File: src/rtl/qdst_pkg.sv
// ----------------------------------------------------------------------------
// qdst_pkg
// Shared types and constants for the quadrature detent step tracker.
// ----------------------------------------------------------------------------
`default_nettype none

package qdst_pkg;

    // Sequencer states
    typedef enum logic [2:0] {
        ST_IDLE,
        ST_CLASSIFY,
        ST_DIVIDE,
        ST_MUL_SPEED,
        ST_MUL_ANGLE,
        ST_ANGLE_ADD,
        ST_DONE
    } state_t;

    // Configuration register indexes
    localparam int unsigned CFG_INDEX_W = 3;
    localparam logic [CFG_INDEX_W-1:0] CFG_MAX_JUMP        = 3'd0;
    localparam logic [CFG_INDEX_W-1:0] CFG_REVERSE_DIR     = 3'd1;
    localparam logic [CFG_INDEX_W-1:0] CFG_COUNTS_PER_STEP = 3'd2;
    localparam logic [CFG_INDEX_W-1:0] CFG_ANGLE_PER_STEP  = 3'd3;
    localparam logic [CFG_INDEX_W-1:0] CFG_SPEED_SCALE     = 3'd4;
    localparam int unsigned CFG_DATA_W = 17;

    // Register reset values
    localparam logic [14:0] MAX_JUMP_RST        = 15'd100;
    localparam logic [7:0]  COUNTS_PER_STEP_RST = 8'd4;
    localparam logic [16:0] ANGLE_PER_STEP_RST  = 17'd4608;
    localparam logic [16:0] SPEED_SCALE_RST     = 17'd115200;

    // Action codes
    localparam logic ACT_INIT   = 1'b0;
    localparam logic ACT_SAMPLE = 1'b1;

    // Divider: 17-bit dividend magnitude, one quotient bit a cycle
    localparam int unsigned DIV_STEPS = 17;
    localparam int unsigned DIV_CNT_W = 5;

    localparam logic signed [31:0] SPEED_MAX = 32'sh7FFF_FFFF;
    localparam logic signed [31:0] SPEED_MIN = 32'sh8000_0000;

endpackage : qdst_pkg

`default_nettype wire

File: src/rtl/quadrature_detent_step_tracker_core.sv
// ----------------------------------------------------------------------------
// quadrature_detent_step_tracker_core
// Turns periodic 16-bit quadrature counter samples into detent steps, an
// absolute angle, a running count total and a saturated speed estimate.
// ----------------------------------------------------------------------------
// Usage:
//   Input channel (in_valid / in_stall) carries one word: action,
//   counter_value, base_angle. A word is taken when in_valid is high and
//   in_stall low. in_stall is low only while the sequencer is idle.
//   Output channel (out_valid / out_stall) carries one result word per input
//   word; the result sits in an output register until taken, so the next
//   input word can be accepted while it waits.
//   Init, zero-change and glitch words go from classification straight to
//   the done state; a moving sample passes through the shift-subtract
//   divider, then two passes through the shared multiplier and the angle
//   add, and the divider is skipped when counts_per_step is zero.
//   One word in flight at a time, so the next word is not taken until the
//   current result has moved into the output register.
//   If the output register is still full when a result is ready, the
//   sequencer holds in its final state until out_stall drops.
//   Configuration writes (cfg_valid / cfg_ready, always ready) land at once.
//   Reset loads the register defaults and clears all tracking state.
// ----------------------------------------------------------------------------
`default_nettype none

module quadrature_detent_step_tracker_core (
    input  wire                                  clk,
    input  wire                                  rst_n,
    // configuration
    input  wire                                  cfg_valid,
    output logic                                 cfg_ready,
    input  wire  [qdst_pkg::CFG_INDEX_W-1:0]     cfg_index,
    input  wire  [qdst_pkg::CFG_DATA_W-1:0]      cfg_data,
    // input words
    input  wire                                  in_valid,
    output logic                                 in_stall,
    input  wire                                  action,
    input  wire  [15:0]                          counter_value,
    input  wire  signed [31:0]                   base_angle,
    // result words
    output logic                                 out_valid,
    input  wire                                  out_stall,
    output logic signed [15:0]                   step_delta,
    output logic signed [31:0]                   absolute_angle,
    output logic signed [31:0]                   speed,
    output logic signed [31:0]                   count_total,
    output logic                                 glitch,
    output logic                                 angle_updated
);

    import qdst_pkg::*;

    state_t state_reg, state_next;

    // configuration
    logic [14:0] max_jump_reg;
    logic        reverse_reg;
    logic [7:0]  cps_reg;
    logic [16:0] aps_reg;
    logic [16:0] speed_scale_reg;

    // tracking state
    logic [15:0]        last_count_reg;
    logic signed [15:0] rem_reg;
    logic signed [31:0] total_reg;
    logic signed [31:0] angle_reg;

    // captured input word
    logic               action_reg;
    logic [15:0]        sample_reg;
    logic signed [31:0] base_reg;

    // working registers
    logic signed [16:0] sd_reg;
    logic signed [16:0] steps_reg;
    logic signed [31:0] speed_reg;
    logic               glitch_reg;
    logic               neg_reg;
    logic [16:0]        div_q_reg;
    logic [7:0]         div_r_reg;
    logic [DIV_CNT_W-1:0] div_cnt_reg;
    logic signed [35:0] prod_reg;

    // output register
    logic               out_valid_reg;
    logic signed [15:0] out_steps_reg;
    logic signed [31:0] out_angle_reg;
    logic signed [31:0] out_speed_reg;
    logic signed [31:0] out_total_reg;
    logic               out_glitch_reg;
    logic               out_upd_reg;

    // control
    logic               load_out;
    logic               div_last;
    logic signed [17:0] mul_a;
    logic signed [17:0] mul_b;
    logic signed [35:0] mul_p;

    // classification
    logic signed [15:0] delta;
    logic [15:0]        delta_mag;
    logic               is_glitch;
    logic signed [16:0] sd_val;
    logic signed [16:0] sum_val;
    logic [16:0]        sum_mag;

    // divider step
    logic [8:0]         div_trial;
    logic               div_ge;
    logic [7:0]         div_r_next;
    logic [16:0]        div_q_next;
    logic signed [16:0] steps_next;
    logic signed [15:0] rem_next;

    logic               prod_ovf;
    logic signed [31:0] speed_sat;

    // ------------------------------------------------------------------
    // Datapath helpers
    // ------------------------------------------------------------------
    always_comb
    begin
        delta     = $signed(sample_reg - last_count_reg);
        delta_mag = delta[15] ? 16'(-delta) : delta;
        // a change of -32768 has magnitude 0x8000 and always trips this
        is_glitch = delta_mag > {1'b0, max_jump_reg};
        sd_val    = reverse_reg ? -17'(delta) : 17'(delta);
        sum_val   = 17'(rem_reg) + sd_val;
        sum_mag   = sum_val[16] ? 17'(-sum_val) : 17'(sum_val);

        // restoring divide, one quotient bit per cycle
        div_trial  = {div_r_reg, div_q_reg[16]};
        div_ge     = div_trial >= {1'b0, cps_reg};
        div_r_next = div_ge ? 8'(div_trial - {1'b0, cps_reg}) : div_trial[7:0];
        div_q_next = {div_q_reg[15:0], div_ge};
        // truncating division: quotient and remainder take dividend's sign
        steps_next = neg_reg ? -$signed(div_q_next) : $signed(div_q_next);
        rem_next   = neg_reg ? -$signed({8'd0, div_r_next}) : $signed({8'd0, div_r_next});

        mul_p     = mul_a * mul_b;
        prod_ovf  = (prod_reg[35:31] != 5'b00000) && (prod_reg[35:31] != 5'b11111);
        speed_sat = prod_ovf ? (prod_reg[35] ? SPEED_MIN : SPEED_MAX) : prod_reg[31:0];
    end

    // ------------------------------------------------------------------
    // Sequencer: next state
    // ------------------------------------------------------------------
    always_comb
    begin
        state_next = state_reg;
        case (state_reg)
            ST_IDLE:
            begin
                if (in_valid)
                    state_next = ST_CLASSIFY;
            end
            ST_CLASSIFY:
            begin
                if (action_reg == ACT_INIT || delta == 16'sd0 || is_glitch)
                    state_next = ST_DONE;
                else if (cps_reg == 8'd0)
                    state_next = ST_MUL_SPEED;
                else
                    state_next = ST_DIVIDE;
            end
            ST_DIVIDE:
            begin
                if (div_last)
                    state_next = ST_MUL_SPEED;
            end
            ST_MUL_SPEED: state_next = ST_MUL_ANGLE;
            ST_MUL_ANGLE: state_next = ST_ANGLE_ADD;
            ST_ANGLE_ADD: state_next = ST_DONE;
            ST_DONE:
            begin
                if (load_out)
                    state_next = ST_IDLE;
            end
            default:      state_next = ST_IDLE;
        endcase
    end

    // ------------------------------------------------------------------
    // Sequencer: control outputs
    // ------------------------------------------------------------------
    always_comb
    begin
        in_stall  = 1'b1;
        load_out  = 1'b0;
        div_last  = 1'b0;
        mul_a     = 18'(steps_reg);
        mul_b     = $signed({1'b0, aps_reg});
        cfg_ready = 1'b1;
        case (state_reg)
            ST_IDLE:      in_stall = 1'b0;
            ST_DIVIDE:    div_last = div_cnt_reg == DIV_CNT_W'(DIV_STEPS - 1);
            ST_MUL_SPEED:
            begin
                mul_a = 18'(sd_reg);
                mul_b = $signed({1'b0, speed_scale_reg});
            end
            ST_DONE:      load_out = !out_valid_reg || !out_stall;
            default:      ;
        endcase
    end

    // ------------------------------------------------------------------
    // Registers
    // ------------------------------------------------------------------
    always_ff @(posedge clk or negedge rst_n)
    begin
        if (!rst_n)
        begin
            state_reg       <= ST_IDLE;
            max_jump_reg    <= MAX_JUMP_RST;
            reverse_reg     <= 1'b0;
            cps_reg         <= COUNTS_PER_STEP_RST;
            aps_reg         <= ANGLE_PER_STEP_RST;
            speed_scale_reg <= SPEED_SCALE_RST;
            last_count_reg  <= '0;
            rem_reg         <= '0;
            total_reg       <= '0;
            angle_reg       <= '0;
            div_cnt_reg     <= '0;
            out_valid_reg   <= 1'b0;
        end
        else
        begin
            state_reg <= state_next;

            if (cfg_valid && cfg_ready)
            begin
                case (cfg_index)
                    CFG_MAX_JUMP:        max_jump_reg    <= cfg_data[14:0];
                    CFG_REVERSE_DIR:     reverse_reg     <= cfg_data[0];
                    CFG_COUNTS_PER_STEP: cps_reg         <= cfg_data[7:0];
                    CFG_ANGLE_PER_STEP:  aps_reg         <= cfg_data;
                    CFG_SPEED_SCALE:     speed_scale_reg <= cfg_data;
                    default:             ;
                endcase
            end

            case (state_reg)
                ST_CLASSIFY:
                begin
                    last_count_reg <= sample_reg;
                    div_cnt_reg    <= '0;
                    if (action_reg == ACT_INIT)
                    begin
                        rem_reg   <= '0;
                        total_reg <= '0;
                        angle_reg <= base_reg;
                    end
                    else if (delta != 16'sd0 && is_glitch)
                        rem_reg <= '0;
                    else if (delta != 16'sd0)
                    begin
                        total_reg <= total_reg + 32'(sd_val);
                        if (cps_reg == 8'd0)
                            rem_reg <= '0;
                    end
                end
                ST_DIVIDE:
                begin
                    div_cnt_reg <= div_cnt_reg + 1'b1;
                    if (div_last)
                        rem_reg <= rem_next;
                end
                ST_ANGLE_ADD: angle_reg <= angle_reg + prod_reg[31:0];
                default:      ;
            endcase

            if (load_out)
                out_valid_reg <= 1'b1;
            else if (!out_stall)
                out_valid_reg <= 1'b0;
        end
    end

    // Payload and working registers, no reset needed
    always_ff @(posedge clk)
    begin
        if (in_valid && !in_stall)
        begin
            action_reg <= action;
            sample_reg <= counter_value;
            base_reg   <= base_angle;
        end

        case (state_reg)
            ST_CLASSIFY:
            begin
                sd_reg     <= sd_val;
                steps_reg  <= '0;
                speed_reg  <= '0;
                glitch_reg <= action_reg == ACT_SAMPLE && delta != 16'sd0 && is_glitch;
                neg_reg    <= sum_val[16];
                div_q_reg  <= sum_mag;
                div_r_reg  <= '0;
            end
            ST_DIVIDE:
            begin
                div_q_reg <= div_q_next;
                div_r_reg <= div_r_next;
                if (div_last)
                    steps_reg <= steps_next;
            end
            ST_MUL_SPEED: prod_reg <= mul_p;
            ST_MUL_ANGLE:
            begin
                speed_reg <= speed_sat;
                prod_reg  <= mul_p;
            end
            default: ;
        endcase

        if (load_out)
        begin
            out_steps_reg  <= steps_reg[15:0];
            out_angle_reg  <= angle_reg;
            out_speed_reg  <= speed_reg;
            out_total_reg  <= total_reg;
            out_glitch_reg <= glitch_reg;
            out_upd_reg    <= steps_reg != 17'sd0;
        end
    end

    assign out_valid      = out_valid_reg;
    assign step_delta     = out_steps_reg;
    assign absolute_angle = out_angle_reg;
    assign speed          = out_speed_reg;
    assign count_total    = out_total_reg;
    assign glitch         = out_glitch_reg;
    assign angle_updated  = out_upd_reg;

    // ------------------------------------------------------------------
    // Assertions
    // ------------------------------------------------------------------
    a_accept_classify: assert property (@(posedge clk) disable iff (!rst_n)
        (in_valid && !in_stall) |=> state_reg == ST_CLASSIFY)
        else $error("accepted word did not start classification");

    a_div_bound: assert property (@(posedge clk) disable iff (!rst_n)
        state_reg == ST_DIVIDE |-> div_cnt_reg < DIV_CNT_W'(DIV_STEPS))
        else $error("divider ran past its step count");

    a_load_valid: assert property (@(posedge clk) disable iff (!rst_n)
        load_out |=> out_valid_reg && state_reg == ST_IDLE)
        else $error("result load did not raise out_valid");

    a_glitch_quiet: assert property (@(posedge clk) disable iff (!rst_n)
        (out_valid && glitch) |-> (step_delta == 16'sd0 && speed == 32'sd0))
        else $error("glitch result carries motion");

    a_updated_flag: assert property (@(posedge clk) disable iff (!rst_n)
        out_valid |-> (angle_updated == (step_delta != 16'sd0)))
        else $error("angle_updated disagrees with step_delta");

endmodule : quadrature_detent_step_tracker_core

`default_nettype wire
File: config.mk
export PLATFORM = sky130hd
export DESIGN_NAME = quadrature_detent_step_tracker_core
export DESIGN_NICKNAME = d
export VERILOG_FILES = /design/src/rtl/qdst_pkg.sv /design/src/rtl/quadrature_detent_step_tracker_core.sv
export SDC_FILE = /design/constraint.sdc
export NUM_CORES = 2
export LEC_CHECK = 0
export ABC_AREA = 1
export BUFFER_PORTS_ARGS = -buffer_cell sky130_fd_sc_hd__buf_2
export CORE_ASPECT_RATIO = 1.75
export CORE_MARGIN = 2
export CORE_UTILIZATION = 47
export DETAILED_ROUTE_END_ITERATION = 12
export PLACE_DENSITY = 0.69
export SLEW_MARGIN = 20
export SYNTH_ARGS = -nofsm -noshare
export SYNTH_HDL_FRONTEND = slang
export SYNTH_SLANG_ARGS = --single-unit
File: constraint.sdc
create_clock -name clk -period 9 [get_ports clk]
set_input_delay 0 -clock clk [delete_from_list [all_inputs] [get_ports clk]]
set_output_delay 0 -clock clk [all_outputs]
set_load 0.005 [all_outputs]
# --- Word level (Yosys, flattened, before mapping) ---
# Cells that the tools add are included.
op_classes:
  addsub: 11
  multipliers: 1
  n_lt_le_gt_ge: 2
  n_eq_ne: 21
  n_mux: 38
  bitwise: 1
  reduce_logical: 31
op_table:
  columns: ["operator", "count"]
  rows:
  - ["$mux W32", 6]
  - ["$pmux W32 S2", 2]
  - ["$mux W16", 7]
  - ["$mux W17", 5]
  - ["$pmux W17 S2", 2]
  - ["$mul A18 B18 Y36", 1]
  - ["$neg A17 Y17", 2]
  - ["$add A32 B17 Y32", 1]
  - ["$add A32 B32 Y32", 1]
  - ["$pmux W16 S2", 1]
  - ["$pmux W3 S7", 1]
  - ["$mux W18", 1]
  - ["$add A16 B17 Y17", 1]
  - ["$neg A16 Y17", 1]
  - ["$reduce_bool A17 Y1", 1]
  - ["$gt A16 B15 Y1", 1]
  - ["$logic_not A16 Y1", 1]
  - ["$neg A16 Y16", 1]
  - ["$neg A8 Y16", 1]
  - ["$pmux W8 S2", 1]
  - ["$reduce_bool A16 Y1", 1]
  - ["$sub A16 B16 Y16", 1]
  - ["$reduce_and A2 Y1", 7]
  - ["$eq A3 B2 Y1 const B", 4]
  - ["other kinds (25)", 54]
word_totals:
  register_bits: 455
  input_bits: 74
  out_inout_bits: 117
  elab_cells: 134

# --- Longest topological paths before layout ---
logic_depth:
  ltp_word: 8
  ltp_mapped: 36
  depth_no_buf: 34

# --- Least setup slack after synthesis ---
# Ideal clock, no wire load.
synth_path:
  path_type: "register -> register"
  start: "register state_reg[2]"
  end: "register prod_reg[35] (data pin)"
  setup_ns: 0.262
  arrival_ns: 6.547
  t_required_ns: 8.738
  slack_ns: 2.191
  stages_incl_launch_ff: 27
  period_less_slack_ns: 6.809
  cell_sequence: "dfrtp_1 > clkbuf_1 > nor2_1 > inv_1 > clkbuf_1 > o21ai_0 > inv_1 > nor2_1 > inv_1 > fa_1 > fa_1 > inv_1 > fa_1 > fa_1 > fa_1 > inv_1 > fa_1 > inv_1 > ha_1 > nand2_1 > nor4_1 > nand3_1 > nand3_1 > nand2_1 > o2111a_1 > a21oi_1 > xor2_1"
synth_via:
  elab_chain_cells: 3
  word_cells_on_any_way: 4
synth_lines:
  columns: ["item", "line_no", "source"]
  rows:
  - ["start: declaration", "quadrature_detent_step_tracker_core.sv:53", "state_t state_reg, state_next;"]
  - ["start signal: assignment", "quadrature_detent_step_tracker_core.sv:230", "state_reg <= state_next;"]
  - ["$eq A3 B2 Y1 *", "quadrature_detent_step_tracker_core.sv:195", "case (state_reg)"]
  - ["$mux W18 or $mux W17 (tied branches)", "quadrature_detent_step_tracker_core.sv:195", null]
  - ["$mul A18 B18 Y36 *", "quadrature_detent_step_tracker_core.sv:141", "mul_p = mul_a * mul_b;"]
  - ["net mul_p[35]", "quadrature_detent_step_tracker_core.sv:98", "logic signed [35:0] mul_p;"]
  - ["end signal: assignment", "quadrature_detent_step_tracker_core.sv:309", "ST_MUL_SPEED: prod_reg <= mul_p;"]
  - ["end signal: assignment", "quadrature_detent_step_tracker_core.sv:313", "prod_reg <= mul_p;"]
  - ["end: declaration", "quadrature_detent_step_tracker_core.sv:82", "logic signed [35:0] prod_reg;"]
# Mark *: on every way through the listed nets, which the timed path passes. The rest lies on a longest branch.
# A chain may end at the register's enable or synchronous reset.

# --- Worst setup path in the final report ---
layout_path:
  start: "register state_reg[2]"
  end: "register prod_reg[32] (data pin)"
# Same word-level chain as after synthesis.

==> impl_metrics.toml <==
[logic_synthesis]
synth.yosys.seq_area_share_pct = 36.4
syn_inst = 3989
avgSynthCellArea_sq_um = 8.83
ys_types = 62
syn-cell-area_sq_um = 35200
yosys.area_share.adder_pct = 24.9
synth_top_family_by_area = "adder cells"
ys.warnings.count = 0
synth_fp_nets = 4581
synth_simple_gate_area_share_pct = 17.5
synthMuxAreaShare_pct = 0
ys_seq_elements = 454
ys_async_sr_fraction_pct = 35.7
ys.flop_type = "edfxtp_1"
synth-xor-area-share_pct = 2.56
synth_edf_count = 292
synth-compound-area-share_pct = 9.30

[setup_path]
crit_type = "reg2reg"
end_kind = "flip-flop"
rr_worst_depth = 26
rrSetupSlack_ps = 710
r2r_start = "state_reg[2]$_DFFE_PN0P_"
crit_fanout = 48
cpPeakStageDelay_ps = 730
path_buf_inv = 8
start_kind = "flip-flop"
slowest_stage = "o21ai_1"
crit_required_ps = 9340
arrival_ps = 8630
crit_top_cell = "fa_1"
cp_top_family = "adder cells"
r2r-end = "prod_reg[32]$_DFFE_PP_"

[floorplan]
core_sq_um = 74200
dieArea_sq_um = 77200
ios = 191
die_w_microns = 211
die_h_microns = 366
num_rows = 132
start_util_pct = 47.5

[grt]
overflow = 0
grt_usage_pct = 25.6
grt_pass1_vias = 28200
grt_max_degree = 84
antenna_found_initial = 0
grt_pass1_wl_mm = 152

[sta]
worst-slew-pin-transition_ps = 1220
period_share_pct = 92.1
slew_headroom_pct = 18.0
setup_violations = 0
fmaxAchievable_mhz = 121
fin_worst_skew_ps = 39.4
hold_violations = 0
period_needed_ps = 8290
slew_violations = 0
rsz0062_at_grt = "no"
fin_tns_setup_ps = 0

[clocking]
clk_pin_slew_ps = 70
post_cts_resized = 0
clk_latency_ps = 610
numCtsBuffers = 45
cts_tree = "built"
cts_sinks = 454
ctsLongestPathBuffers = 3
cts_setup_buffers = 0
cts-root-buf = "clkbuf_16"
cts_max_level = 2

[route]
via_count = 27500
via_per_inst = 5.26
drc_errors = 0
wl_mm = 97.8
final_antenna_net_count = 0
dr.pass1.iters = 5
wl_per_cell_microns = 18.7
drt-initial-drc-count = 1437

[layout]
regArea_sq_um = 12800
diodes = 0
multiInputGateArea_sq_um = 19200
synthToLayoutAreaGrowth_pct = 12.6
drive_above_1_share_pct = 9.15
nets = 4840
nFillCells = 6822
largest_register_ffs = 64

[placed_design]
dpl.hpwl_mm = 78.7
place_congestion = 0.974
port_buffers = 189

[job]
max_cap_violations = 0

[run_status]
outcome = "finished, final reports clean"

[worst_hold_path]
hold_class = "in2async"
## layout make-up
cell class | count | area share, %
Tap cell | 938 | 2.96
Inverter | 753 | 7.13
Clock buffer | 58 | 3.20
Sequential cell | 454 | 32.4
Multi-Input combinational cell | 2685 | 48.3
Timing Repair Buffer | 309 | 5.14
Clock inverter | 25 | 0.880
## worst max-delay path by stage
stage,slack (ps),endpoint,cells after the start,from
finish,710,prod_reg[32]$_DFFE_PP_,26,state_reg[2]$_DFFE_PN0P_
global route,170,prod_reg[32]$_DFFE_PP_,26,state_reg[2]$_DFFE_PN0P_
CTS,730,prod_reg[32]$_DFFE_PP_,26,state_reg[2]$_DFFE_PN0P_
detailed placement,770,prod_reg[32]$_DFFE_PP_,26,state_reg[2]$_DFFE_PN0P_
global placement,880,prod_reg[32]$_DFFE_PP_,26,state_reg[2]$_DFFE_PN0P_
floorplan,2190,prod_reg[35]$_DFFE_PP_,26,state_reg[2]$_DFFE_PN0P_
## cells by family after synthesis
kind of cell	count (synthesis)
flops	454
buf+inv	850
fa+ha+maj	518
other cells	1
simple gates	1465
xor+xnor	102
compound gates	599
## through the flow
| stage | setup WS [ps] | std cells | area, sq um | hold WS (ps) | utilization [%] |
|---|---|---|---|---|---|
| floorplan | 2190 | 3989 | 35200 | -296 | - |
| global placement | 884 | 5067 | 37300 | 128 | 50.3 |
| detailed placement | 775 | 5067 | 37300 | 137 | 50.3 |
| CTS | 727 | 5222 | 39600 | 44.8 | 53.5 |
| global route | 166 | 5222 | 39700 | 84.8 | 53.5 |
| finish | 713 | 5222 | 39700 | 29.0 | 53.5 |
## per-layer routing
layer | vias to the layer above | GRT usage (%) | share of wire [%]
li1 | 13200 | - | -
met1 | 13200 | 26.0 | 35
met2 | 798 | 48.7 | 53
met3 | 316 | 2.52 | 3.9
met4 | 0 | 17.0 | 7.8
met5 | - | 0 | 0
## synthesized netlist by cell type (3+ instances only)
cell,number,area [sq um]
nand2_1,873,3280
inv_1,740,2780
nor2_1,320,1200
fa_1,305,6110
edfxtp_1,292,8770
o21ai_0,273,1370
ha_1,213,2670
a21oi_1,208,1040
dfrtp_1,152,3800
nand3_1,118,591
clkbuf_1,78,293
xor2_1,68,596
nor3_1,38,190
xnor2_1,33,289
nand4_1,26,163
o211ai_1,19,143
o21ai_1,18,90.1
nand3_2,17,170
nor4_1,16,100
nand3b_1,14,105
or2_2,12,75.1
a21o_1,11,82.6
a31oi_1,10,62.6
dfstp_2,10,263
o31ai_1,10,75.1
clkinv_1,9,33.8
o21bai_1,9,67.6
nand2_2,8,50.1
a21boi_0,7,52.6
o21a_1,6,45.0
o221ai_1,6,52.6
buf_1,5,18.8
nand3_4,5,87.6
a221oi_1,4,35.0
buf_2,4,20.0
buf_4,4,30.0
buf_6,4,45.0
inv_2,4,15.0
nand2_4,4,45.0
nor2_4,4,45.0
o22ai_1,4,25.0
a211oi_1,3,22.5
and2_1,3,18.8
## cell usage in the layout, fill, tap and decap left out, types with 15 or more instances in the layout
| cell type | instances |
|---|---|
| a21oi_1 | 208 |
| buf_2 | 188 |
| buf_4 | 47 |
| clkbuf_16 | 47 |
| dfrtp_1 | 152 |
| dlygate4sd3_1 | 72 |
| edfxtp_1 | 292 |
| fa_1 | 305 |
| ha_1 | 213 |
| inv_1 | 739 |
| nand2_1 | 873 |
| nand3_1 | 116 |
| nand3_2 | 19 |
| nand4_1 | 26 |
| nor2_1 | 316 |
| nor3_1 | 38 |
| nor4_1 | 15 |
| o211ai_1 | 19 |
| o21ai_0 | 273 |
| o21ai_1 | 17 |
| xnor2_1 | 33 |
| xor2_1 | 68 |
## repair_timing
item,in CTS,in global routing
setup endpoints to repair,0,0
endpoints found under the hold margin,192,0
hold buffers,72,0
Power is not shown: default switching activity piles up to over one toggle a cycle in this logic, so the estimate is an artifact.
